[src/design/assert_macros.svh]
// Assertion macros shared by the cube grid tetrahedraliser RTL.
`ifndef ASSERT_MACROS_SVH
`define ASSERT_MACROS_SVH

// Property checked on every rising clock edge, switched off while in reset.
`define CGT_ASSERT(lbl, prop, msg) \
  lbl: assert property (@(posedge clk_i) disable iff (!rst_ni) (prop)) else $error(msg);

// Property that must hold at every edge, reset included.
`define CGT_ASSERT_ALWAYS(lbl, prop, msg) \
  lbl: assert property (@(posedge clk_i) (prop)) else $error(msg);

`endif

[src/design/cgt_pkg.sv]
// Package with the shared types, constants and split table of the tetrahedraliser.
`timescale 1ns / 1ps

package cgt_pkg;

  localparam int CountW = 9;   // configured cell count per axis
  localparam int CoordW = 8;   // cell coordinate
  localparam int RowW   = 27;  // tetrahedron row
  localparam int VtxW   = 25;  // vertex index
  localparam int NumSlots = 5;
  localparam int SlotW  = 3;
  localparam int MAX_CELLS_PER_AXIS = 256;

  // Configuration register indexes.
  typedef enum logic [1:0] {
    REG_CELLS_X = 2'd0,
    REG_CELLS_Y = 2'd1,
    REG_CELLS_Z = 2'd2
  } cgt_reg_e;

  // One classified cell as it travels from the front end to the back end.
  typedef struct packed {
    logic [3:0][VtxW-1:0] corner;    // lower four cube corners
    logic [RowW-1:0]      row_base;  // linear cell index times five
    logic                 parity;    // parity of x+y+z
    logic                 oor;       // cell lies outside the grid
  } cgt_cell_t;

  // Corner numbers per tetrahedron, already reversed: [parity][slot][corner].
  // Bit 2 of a corner number selects the upper (+z) face.
  localparam logic [2:0] TET_TABLE [2][NumSlots][4] = '{
    '{ '{3'd0, 3'd4, 3'd1, 3'd3}, '{3'd2, 3'd3, 3'd1, 3'd6}, '{3'd5, 3'd6, 3'd1, 3'd4},
       '{3'd7, 3'd4, 3'd3, 3'd6}, '{3'd4, 3'd6, 3'd1, 3'd3} },
    '{ '{3'd2, 3'd5, 3'd0, 3'd1}, '{3'd6, 3'd7, 3'd2, 3'd5}, '{3'd4, 3'd5, 3'd0, 3'd7},
       '{3'd3, 3'd7, 3'd0, 3'd2}, '{3'd2, 3'd7, 3'd0, 3'd5} }
  };

endpackage

[src/design/cgt_front.sv]
// Front end: accepts cell requests, checks the range and computes corner and row bases.
`timescale 1ns / 1ps

module cgt_front import cgt_pkg::*; (
  input  logic              clk_i,
  input  logic              rst_ni,
  input  logic              in_valid_i,
  output logic              in_ready_o,
  input  logic [CoordW-1:0] cell_x_i,
  input  logic [CoordW-1:0] cell_y_i,
  input  logic [CoordW-1:0] cell_z_i,
  input  logic [CountW-1:0] cells_x_i,
  input  logic [CountW-1:0] cells_y_i,
  input  logic [CountW-1:0] cells_z_i,
  output logic              push_o,
  output cgt_cell_t         entry_o,
  input  logic              q_ready_i
);

  function automatic logic [CountW-1:0] clamp_count(input logic [CountW-1:0] r);
    logic [CountW-1:0] res;
    res = r;
    if (int'(r) > MAX_CELLS_PER_AXIS) res = CountW'(MAX_CELLS_PER_AXIS);
    return res;
  endfunction

  logic [CountW-1:0] w, h, d;
  logic [9:0]  sy_d;
  logic [19:0] sx_full;
  logic [17:0] hd_full;
  logic [15:0] y_sy_d;
  logic [16:0] y_d_d;

  logic en1, en2, en3, en4;

  // Stage 1
  logic              s1_valid_q;
  logic [CoordW-1:0] s1_x_q, s1_z_q;
  logic [15:0]       s1_y_sy_q;
  logic [16:0]       s1_y_d_q;
  logic [16:0]       s1_sx_q, s1_hd_q;
  logic [9:0]        s1_sy_q;
  logic              s1_par_q, s1_oor_q;

  // Stage 2
  logic              s2_valid_q;
  logic [VtxW-1:0]   s2_x_sx_q, s2_x_hd_q;
  logic [CoordW-1:0] s2_z_q;
  logic [15:0]       s2_y_sy_q;
  logic [16:0]       s2_y_d_q;
  logic [16:0]       s2_sx_q;
  logic [9:0]        s2_sy_q;
  logic              s2_par_q, s2_oor_q;

  // Stage 3
  logic              s3_valid_q;
  logic [VtxW-1:0]   s3_base_q, s3_cell_q;
  logic [16:0]       s3_sx_q;
  logic [9:0]        s3_sy_q;
  logic              s3_par_q, s3_oor_q;

  // Stage 4
  logic              s4_valid_q;
  cgt_cell_t         s4_entry_q, s4_entry_d;

  assign en4 = !s4_valid_q || q_ready_i;
  assign en3 = !s3_valid_q || en4;
  assign en2 = !s2_valid_q || en3;
  assign en1 = !s1_valid_q || en2;
  assign in_ready_o = en1;

  assign w = clamp_count(cells_x_i);
  assign h = clamp_count(cells_y_i);
  assign d = clamp_count(cells_z_i);

  assign sy_d    = {1'b0, d} + 10'd1;
  assign sx_full = ({10'd0, {1'b0, h} + 10'd1}) * {10'd0, sy_d};
  assign hd_full = {9'd0, h} * {9'd0, d};
  assign y_sy_d  = {8'd0, cell_y_i} * {6'd0, sy_d};
  assign y_d_d   = {9'd0, cell_y_i} * {8'd0, d};

  always_ff @(posedge clk_i or negedge rst_ni) begin
    if (!rst_ni) begin
      s1_valid_q <= 1'b0;
      s2_valid_q <= 1'b0;
      s3_valid_q <= 1'b0;
      s4_valid_q <= 1'b0;
    end else begin
      if (en1) s1_valid_q <= in_valid_i;
      if (en2) s2_valid_q <= s1_valid_q;
      if (en3) s3_valid_q <= s2_valid_q;
      if (en4) s4_valid_q <= s3_valid_q;
    end
  end

  always_ff @(posedge clk_i) begin
    if (en1) begin
      s1_x_q    <= cell_x_i;
      s1_z_q    <= cell_z_i;
      s1_y_sy_q <= y_sy_d;
      s1_y_d_q  <= y_d_d;
      s1_sx_q   <= sx_full[16:0];
      s1_hd_q   <= hd_full[16:0];
      s1_sy_q   <= sy_d;
      s1_par_q  <= cell_x_i[0] ^ cell_y_i[0] ^ cell_z_i[0];
      s1_oor_q  <= ({1'b0, cell_x_i} >= w) || ({1'b0, cell_y_i} >= h) ||
                   ({1'b0, cell_z_i} >= d);
    end
    if (en2) begin
      s2_x_sx_q <= {17'd0, s1_x_q} * {8'd0, s1_sx_q};
      s2_x_hd_q <= {17'd0, s1_x_q} * {8'd0, s1_hd_q};
      s2_z_q    <= s1_z_q;
      s2_y_sy_q <= s1_y_sy_q;
      s2_y_d_q  <= s1_y_d_q;
      s2_sx_q   <= s1_sx_q;
      s2_sy_q   <= s1_sy_q;
      s2_par_q  <= s1_par_q;
      s2_oor_q  <= s1_oor_q;
    end
    if (en3) begin
      s3_base_q <= s2_x_sx_q + {9'd0, s2_y_sy_q} + {17'd0, s2_z_q};
      s3_cell_q <= s2_x_hd_q + {8'd0, s2_y_d_q} + {17'd0, s2_z_q};
      s3_sx_q   <= s2_sx_q;
      s3_sy_q   <= s2_sy_q;
      s3_par_q  <= s2_par_q;
      s3_oor_q  <= s2_oor_q;
    end
    if (en4) s4_entry_q <= s4_entry_d;
  end

  // Lower face corners: origin, +x, +x+y, +y. Out-of-range cells carry zeros.
  always_comb begin
    s4_entry_d = '0;
    s4_entry_d.parity = s3_par_q;
    s4_entry_d.oor    = s3_oor_q;
    if (!s3_oor_q) begin
      s4_entry_d.corner[0] = s3_base_q;
      s4_entry_d.corner[1] = s3_base_q + {8'd0, s3_sx_q};
      s4_entry_d.corner[2] = s3_base_q + {8'd0, s3_sx_q} + {15'd0, s3_sy_q};
      s4_entry_d.corner[3] = s3_base_q + {15'd0, s3_sy_q};
      s4_entry_d.row_base  = {s3_cell_q, 2'b00} + {2'b00, s3_cell_q};
    end
  end

  assign push_o  = s4_valid_q;
  assign entry_o = s4_entry_q;

endmodule

[src/design/cgt_queue.sv]
// Two-entry queue that decouples the front end from the back end.
`timescale 1ns / 1ps

module cgt_queue import cgt_pkg::*; (
  input  logic      clk_i,
  input  logic      rst_ni,
  input  logic      push_i,
  output logic      ready_o,
  input  cgt_cell_t entry_i,
  output logic      head_valid_o,
  output cgt_cell_t head_o,
  input  logic      pop_i
);

  localparam int Depth = 2;
  localparam int PtrW  = $clog2(Depth);

  cgt_cell_t         store_q [Depth];
  logic [PtrW-1:0]   wr_ptr_q, rd_ptr_q;
  logic [PtrW:0]     count_q, count_d;
  logic              do_push, do_pop;

  assign ready_o      = (count_q != (PtrW + 1)'(Depth));
  assign head_valid_o = (count_q != '0);
  assign head_o       = store_q[rd_ptr_q];
  assign do_push      = push_i && ready_o;
  assign do_pop       = pop_i && head_valid_o;

  always_comb begin
    count_d = count_q;
    if (do_push && !do_pop) count_d = count_q + 1'b1;
    else if (do_pop && !do_push) count_d = count_q - 1'b1;
  end

  always_ff @(posedge clk_i or negedge rst_ni) begin
    if (!rst_ni) begin
      wr_ptr_q <= '0;
      rd_ptr_q <= '0;
      count_q  <= '0;
    end else begin
      count_q <= count_d;
      if (do_push) wr_ptr_q <= wr_ptr_q + 1'b1;
      if (do_pop) rd_ptr_q <= rd_ptr_q + 1'b1;
    end
  end

  always_ff @(posedge clk_i) begin
    if (do_push) store_q[wr_ptr_q] <= entry_i;
  end

endmodule

[src/design/cgt_back.sv]
// Back end: expands one queued cell into five tetrahedra, or one out-of-range result, through an output register.
`timescale 1ns / 1ps

module cgt_back import cgt_pkg::*; (
  input  logic            clk_i,
  input  logic            rst_ni,
  input  logic            head_valid_i,
  input  cgt_cell_t       head_i,
  output logic            pop_o,
  output logic            out_valid_o,
  input  logic            out_ready_i,
  output logic [RowW-1:0] tet_row_o,
  output logic [VtxW-1:0] corner_a_o,
  output logic [VtxW-1:0] corner_b_o,
  output logic [VtxW-1:0] corner_c_o,
  output logic [VtxW-1:0] corner_d_o,
  output logic            last_of_cell_o,
  output logic            out_of_range_o
);

  logic [SlotW-1:0]     slot_q, slot_d;
  logic                 out_valid_q;
  logic [RowW-1:0]      row_q, row_d;
  logic [3:0][VtxW-1:0] vtx_q, vtx_d;
  logic                 last_q, last_d;
  logic                 oor_q;
  logic                 load;
  logic [2:0]           num;

  assign load  = head_valid_i && (!out_valid_q || out_ready_i);
  assign last_d = (slot_q == SlotW'(NumSlots - 1));
  assign pop_o = load && (head_i.oor || last_d);

  always_comb begin
    slot_d = slot_q;
    if (load) slot_d = pop_o ? '0 : slot_q + 1'b1;
  end

  // Upper corners are the lower ones plus one along z.
  always_comb begin
    num   = '0;
    vtx_d = '0;
    row_d = '0;
    if (!head_i.oor) begin
      row_d = head_i.row_base + {{(RowW - SlotW){1'b0}}, slot_q};
      for (int k = 0; k < 4; k++) begin
        num = TET_TABLE[head_i.parity][slot_q][k];
        vtx_d[k] = head_i.corner[num[1:0]] + {{(VtxW - 1){1'b0}}, num[2]};
      end
    end
  end

  always_ff @(posedge clk_i or negedge rst_ni) begin
    if (!rst_ni) begin
      slot_q      <= '0;
      out_valid_q <= 1'b0;
    end else begin
      slot_q <= slot_d;
      if (!out_valid_q || out_ready_i) out_valid_q <= head_valid_i;
    end
  end

  always_ff @(posedge clk_i) begin
    if (load) begin
      row_q  <= row_d;
      vtx_q  <= vtx_d;
      last_q <= last_d && !head_i.oor;
      oor_q  <= head_i.oor;
    end
  end

  assign out_valid_o    = out_valid_q;
  assign tet_row_o      = row_q;
  assign corner_a_o     = vtx_q[0];
  assign corner_b_o     = vtx_q[1];
  assign corner_c_o     = vtx_q[2];
  assign corner_d_o     = vtx_q[3];
  assign last_of_cell_o = last_q;
  assign out_of_range_o = oor_q;

endmodule

[src/design/cube_grid_tetrahedralizer.sv]
// Top level of the cube grid tetrahedraliser: configuration registers and block wiring.
// Usage: program cells_x, cells_y and cells_z through the configuration channel
// (index 0, 1 and 2) while the block is idle, then send cell coordinates on the
// input channel. Each request inside the grid yields five tetrahedra, one result
// per cycle while the receiver is ready, each with its row number and four vertex
// indices; the fifth carries last_of_cell. A cell outside the grid yields a single
// result with out_of_range set and all other fields zero. Counts above
// MAX_CELLS_PER_AXIS are clamped. An accepted request passes the four front-end
// stages, the queue, then the output register before its first result appears.
// Throughput: the output register emits one result per cycle while the receiver is
// ready, five per cell or one when out of range. The front end keeps accepting
// requests until its pipeline and the two-entry queue are full.
// Reset returns all counts to one and empties the pipeline, queue and output.
// When the receiver stalls, the output register holds its result, the queue
// fills and the input ready drops only once the front end has no room left.
// Configuration writes are always accepted; an unknown index is ignored.
`timescale 1ns / 1ps
`include "assert_macros.svh"

module cube_grid_tetrahedralizer import cgt_pkg::*; (
  input  logic              clk_i,
  input  logic              rst_ni,
  // Configuration channel
  input  logic              cfg_valid_i,
  output logic              cfg_ready_o,
  input  logic [1:0]        cfg_index_i,
  input  logic [CountW-1:0] cfg_data_i,
  // Cell request channel
  input  logic              in_valid_i,
  output logic              in_ready_o,
  input  logic [CoordW-1:0] cell_x_i,
  input  logic [CoordW-1:0] cell_y_i,
  input  logic [CoordW-1:0] cell_z_i,
  // Result channel
  output logic              out_valid_o,
  input  logic              out_ready_i,
  output logic [RowW-1:0]   tet_row_o,
  output logic [VtxW-1:0]   corner_a_o,
  output logic [VtxW-1:0]   corner_b_o,
  output logic [VtxW-1:0]   corner_c_o,
  output logic [VtxW-1:0]   corner_d_o,
  output logic              last_of_cell_o,
  output logic              out_of_range_o
);

  logic [CountW-1:0] cells_x_q, cells_y_q, cells_z_q;
  logic              push, q_ready, head_valid, pop;
  cgt_cell_t         entry, head;

  // The configuration registers never stall a write.
  assign cfg_ready_o = 1'b1;

  always_ff @(posedge clk_i or negedge rst_ni) begin
    if (!rst_ni) begin
      cells_x_q <= CountW'(1);
      cells_y_q <= CountW'(1);
      cells_z_q <= CountW'(1);
    end else if (cfg_valid_i) begin
      case (cgt_reg_e'(cfg_index_i))
        REG_CELLS_X: cells_x_q <= cfg_data_i;
        REG_CELLS_Y: cells_y_q <= cfg_data_i;
        REG_CELLS_Z: cells_z_q <= cfg_data_i;
        default: ;
      endcase
    end
  end

  cgt_front u_front (
    .clk_i     (clk_i),
    .rst_ni    (rst_ni),
    .in_valid_i(in_valid_i),
    .in_ready_o(in_ready_o),
    .cell_x_i  (cell_x_i),
    .cell_y_i  (cell_y_i),
    .cell_z_i  (cell_z_i),
    .cells_x_i (cells_x_q),
    .cells_y_i (cells_y_q),
    .cells_z_i (cells_z_q),
    .push_o    (push),
    .entry_o   (entry),
    .q_ready_i (q_ready)
  );

  cgt_queue u_queue (
    .clk_i       (clk_i),
    .rst_ni      (rst_ni),
    .push_i      (push),
    .ready_o     (q_ready),
    .entry_i     (entry),
    .head_valid_o(head_valid),
    .head_o      (head),
    .pop_i       (pop)
  );

  cgt_back u_back (
    .clk_i         (clk_i),
    .rst_ni        (rst_ni),
    .head_valid_i  (head_valid),
    .head_i        (head),
    .pop_o         (pop),
    .out_valid_o   (out_valid_o),
    .out_ready_i   (out_ready_i),
    .tet_row_o     (tet_row_o),
    .corner_a_o    (corner_a_o),
    .corner_b_o    (corner_b_o),
    .corner_c_o    (corner_c_o),
    .corner_d_o    (corner_d_o),
    .last_of_cell_o(last_of_cell_o),
    .out_of_range_o(out_of_range_o)
  );

  // An out-of-range result is a lone, all-zero result.
  property p_oor_zero;
    (out_valid_o && out_of_range_o) |->
      (tet_row_o == '0 && !last_of_cell_o && corner_a_o == '0);
  endproperty

  // Within a cell the next tetrahedron follows at once with the next row.
  property p_row_step;
    (out_valid_o && out_ready_i && !last_of_cell_o && !out_of_range_o) |=>
      (out_valid_o && tet_row_o == $past(tet_row_o) + 27'd1);
  endproperty

  // While the queue is full, the front end holds its pending entry.
  property p_no_overflow;
    push && !q_ready |=> $stable(entry);
  endproperty

  `CGT_ASSERT(a_oor_zero, p_oor_zero, "out-of-range result carries data")
  `CGT_ASSERT(a_row_step, p_row_step, "tetrahedron rows of a cell are not consecutive")
  `CGT_ASSERT(a_no_overflow, p_no_overflow, "queue push while full lost its entry")

endmodule
[config.mk]
export PLATFORM = sky130hd
export DESIGN_NAME = cube_grid_tetrahedralizer
export DESIGN_NICKNAME = d
export VERILOG_FILES = /design/src/design/cgt_pkg.sv /design/src/design/cgt_front.sv /design/src/design/cgt_queue.sv /design/src/design/cgt_back.sv /design/src/design/cube_grid_tetrahedralizer.sv
export VERILOG_INCLUDE_DIRS = /design/src /design/src/design
export SDC_FILE = /design/constraint.sdc
export NUM_CORES = 2
export LEC_CHECK = 0
export ABC_AREA = 1
export BUFFER_PORTS_ARGS = -buffer_cell sky130_fd_sc_hd__clkbuf_2
export CORE_AREA = 10 10 317 319
export DETAILED_ROUTE_END_ITERATION = 16
export DIE_AREA = 0 0 327 329
export PLACE_DENSITY = 0.82
export REMOVE_ABC_BUFFERS = 1
export SLEW_MARGIN = 20
export SYNTH_ARGS = -nofsm -noshare
export SYNTH_HDL_FRONTEND = slang
export SYNTH_SLANG_ARGS = --single-unit
[constraint.sdc]
create_clock -name clk_i -period 17.6 [get_ports clk_i]
set_clock_uncertainty 0.2 [all_clocks]
set_input_delay 0.88 -clock clk_i [delete_from_list [all_inputs] [get_ports clk_i]]
set_output_delay 0.88 -clock clk_i [all_outputs]
set_load 0.02 [all_outputs]
==> out/qor.txt <==
outcome: complete, no violations
Critical R2R Launch: cells_z_q[8]
DR vias/cell: 5.74
die area: 108000 µm²
top_reg_cell synth: edfxtp_1
share of cells above drive strength 1: 0.0694
Post-Syn Instances: 6657
Initial Util: 0.643
vias in the first global route: 46397
WP data arrival: 8.10 ns
adder-cell area share of the yosys netlist: 0.213
class of the worst hold path: in -> async
f_max: 127 MHz
CTS tree: yes
Hold Fails Final Rpt: 0
crit end category: register
clk_lat worst skew: 0.69 ns
wire length per cell: 19.8 µm
core area: 94300 µm²
RSZ-0062 raised after global routing: false
Routed Antenna Nets: 0
Critical-path top delay cell: nor2_1
chip width: 327 µm
Synth Area in Compound Gates: 0.0833
Clock Path Buffers: 3
# diodes: 0
multiplexer share of the synthesized area: 0.00181
io pins: 172
Routability Congestion: 0.975
GRT Total Usage: 0.298
initial antenna violation count: 0
Worst slew margin: 0.0494
register area share after synthesis: 0.417
Synth Area in Simple Gates: 0.178
num rows: 113
most used cell, CP: inv_1
Pins Over Slew Limit: 0
final WL: 160000 µm
DP Area: 62500 µm²
DRC violations left: 0
post-CTS sizing: 0
crit-path max cell delay: 0.76 ns
kind of critical path: reg -> reg
HPWL Detailed: 121000 µm
Crit Reg-Reg Endpoint: u_front.s1_sx_q[16]
wire length of the first global-routing pass: 252000 µm
synth unique cells: 68
FF+latch count, synth: 849
1st-iter DRT viols: 4655
cts hold-fix bufs: 0
Placed Cells: 7932
Synth Warn #: 0
EDFF count, synth: 810
Worst Reg2Reg Path Length in Cells: 27
period utilization: 0.447
reg2reg setup slack: 9.73 ns
post-route cell area: 65400 µm²
Post-Syn Area: 60700 µm²
total grt overflow: 0
fin crit period: 7.87 ns
fillcell total: 7149
largest net degree at the start of global routing: 101
area grow syn2layout: 7.83%
Synth Area in XOR/XNOR: 0.0239
crit-path max FO: 21
crit path launch type: register
hold_ws: 0.115 ns
Layout Nets: 7590
Async SR Flop Fraction: 0.0459
Post-CTS Setup Repair Bufs: 0
final setup violating endpoints: 0
worst-margin pin slew: 1.41 ns
largest family of logic cells by synthesized area: adder cells
Die Ht: 329 µm
clk sink count: 849
vias: 46448
maxcap violations: 0
Post-Route Setup TNS: 0 ns
total CTS buffers: 89
final non-filler cell total: 8097
H-Tree Level Count: 3
Worst EP required: 17.83 ns
drt pass-1 iters: 8
CTS clk-pin slew, worst paths: 0.06 ns
number of port buffers: 170
root buffer cell: clkbuf_16
Syn Area/Cell: 9.12 µm²
==> through the flow <==
step | utilization | setup WS [ns]
finish | 0.694 | 9.73
global placement | 0.663 | 10.02
detailed placement | 0.663 | 9.88
floorplan | - | 9.33
CTS | 0.694 | 9.77
global route | 0.694 | 9.23
==> sequential cells by signal, summed over array words and instances (netlist names), 16 cells and up <==
| register | cells |
|---|---|
| u_queue.store_q | 258 |
| u_front.entry_o | 129 |
| u_back.tet_row_o | 27 |
| u_back.corner_a_o | 25 |
| u_back.corner_b_o | 25 |
| u_back.corner_c_o | 25 |
| u_back.corner_d_o | 25 |
| u_front.s2_x_hd_q | 25 |
| u_front.s2_x_sx_q | 25 |
| u_front.s3_base_q | 25 |
| u_front.s3_cell_q | 25 |
| u_front.s1_hd_q | 17 |
| u_front.s1_sx_q | 17 |
| u_front.s1_y_d_q | 17 |
| u_front.s2_sx_q | 17 |
| u_front.s2_y_d_q | 17 |
| u_front.s3_sx_q | 17 |
| u_front.s1_y_sy_q | 16 |
| u_front.s2_y_sy_q | 16 |
==> routing by layer <==
metal / share of wire / vias to the layer above / track usage / wire, µm
met1: 0.39 / 22051 / 0.369 / 61900
met2: 0.48 / 2142 / 0.503 / 76900
met5: 0 / - / 0 / 0
met4: 0.058 / 0 / 0.156 / 9260
li1: - / 21812 / - / -
met3: 0.076 / 443 / 0.0486 / 12200
==> worst max-delay path, delay by kind of cell, from the launching register on <==
kind | cells | cell delay, ns
AOI/OAI and AO/OA | 5 | 0.81
adders and majority gates | 6 | 2.95
buffers and inverters | 7 | 0.95
DFF | 1 | 0.65
and+or+nand+nor | 9 | 2.03
==> worst max path at each step <==
stage,from,cells after the start,end,slack [ns]
2_1_floorplan,u_queue.count_q[1],7,in_ready_o,9.33
3_3_place_gp,cells_z_q[8],27,u_front.s1_sx_q[16],10.02
3_5_place_dp,cells_z_q[8],27,u_front.s1_sx_q[16],9.88
4_1_cts,cells_z_q[8],27,u_front.s1_sx_q[16],9.77
5_1_grt,cells_z_q[8],27,u_front.s1_sx_q[16],9.23
6_report,cells_z_q[8],27,u_front.s1_sx_q[16],9.73
==> area by class of cell <==
class | instances | area, µm² | area share
clock buffers | 105 | 2290 | 0.0350
clock inverters | 60 | 667 | 0.0102
inverters | 1058 | 3980 | 0.0608
multi-input cells | 4550 | 30500 | 0.465
flip-flops and latches | 849 | 25300 | 0.387
well taps | 1265 | 1580 | 0.0242
repair buffers | 210 | 1150 | 0.0176
==> layout by cell type (no fill, tap or decap), types with 11 or more instances in the layout <==
cell,synthesis,routed
nand2_1,1575,1572
a31oi_1,14,14
xor2_1,113,113
nor2_1,532,529
dfrtp_1,36,35
nand2_2,12,13
o211ai_1,27,27
o21bai_1,12,12
or2_2,53,53
inv_1,1043,1038
o21ai_1,24,24
ha_1,391,391
nor2_2,18,18
o21a_1,19,19
nand3_1,265,265
clkbuf_2,16,170
buf_4,14,40
fa_1,401,401
edfxtp_1,810,810
clkinv_2,0,14
nand3b_1,22,22
clkbuf_1,120,16
clkinv_1,7,20
nand4_1,64,64
xnor2_1,50,50
conb_1,2,22
o21ai_0,407,407
clkbuf_16,0,89
nor4_1,13,13
nor3_1,39,39
mux2i_1,11,11
a21oi_1,394,394
==> cells by family after synthesis <==
family,after synthesis
xor gates and xnor gates,164
AOI/OAI and AO/OA,945
muxes,11
DFF,849
and+or+nand+nor,2616
buffers and inverters,1278
other,2
adders and majority gates,792
==> cell usage after synthesis (27+ instances only) <==
master | count | area [µm²]
a21oi_1 | 394 | 1970
buf_2 | 50 | 250
clkbuf_1 | 120 | 450
dfrtp_1 | 36 | 901
edfxtp_1 | 810 | 24300
fa_1 | 401 | 8030
ha_1 | 391 | 4890
inv_1 | 1043 | 3920
nand2_1 | 1575 | 5910
nand3_1 | 265 | 1330
nand4_1 | 64 | 400
nor2_1 | 532 | 2000
nor3_1 | 39 | 195
o211ai_1 | 27 | 203
o21ai_0 | 407 | 2040
or2_2 | 53 | 332
xnor2_1 | 50 | 438
xor2_1 | 113 | 990
Power is left out: the tool's default activity adds up to more than one toggle a clock period on the data nets, which glitch-free logic cannot reach.
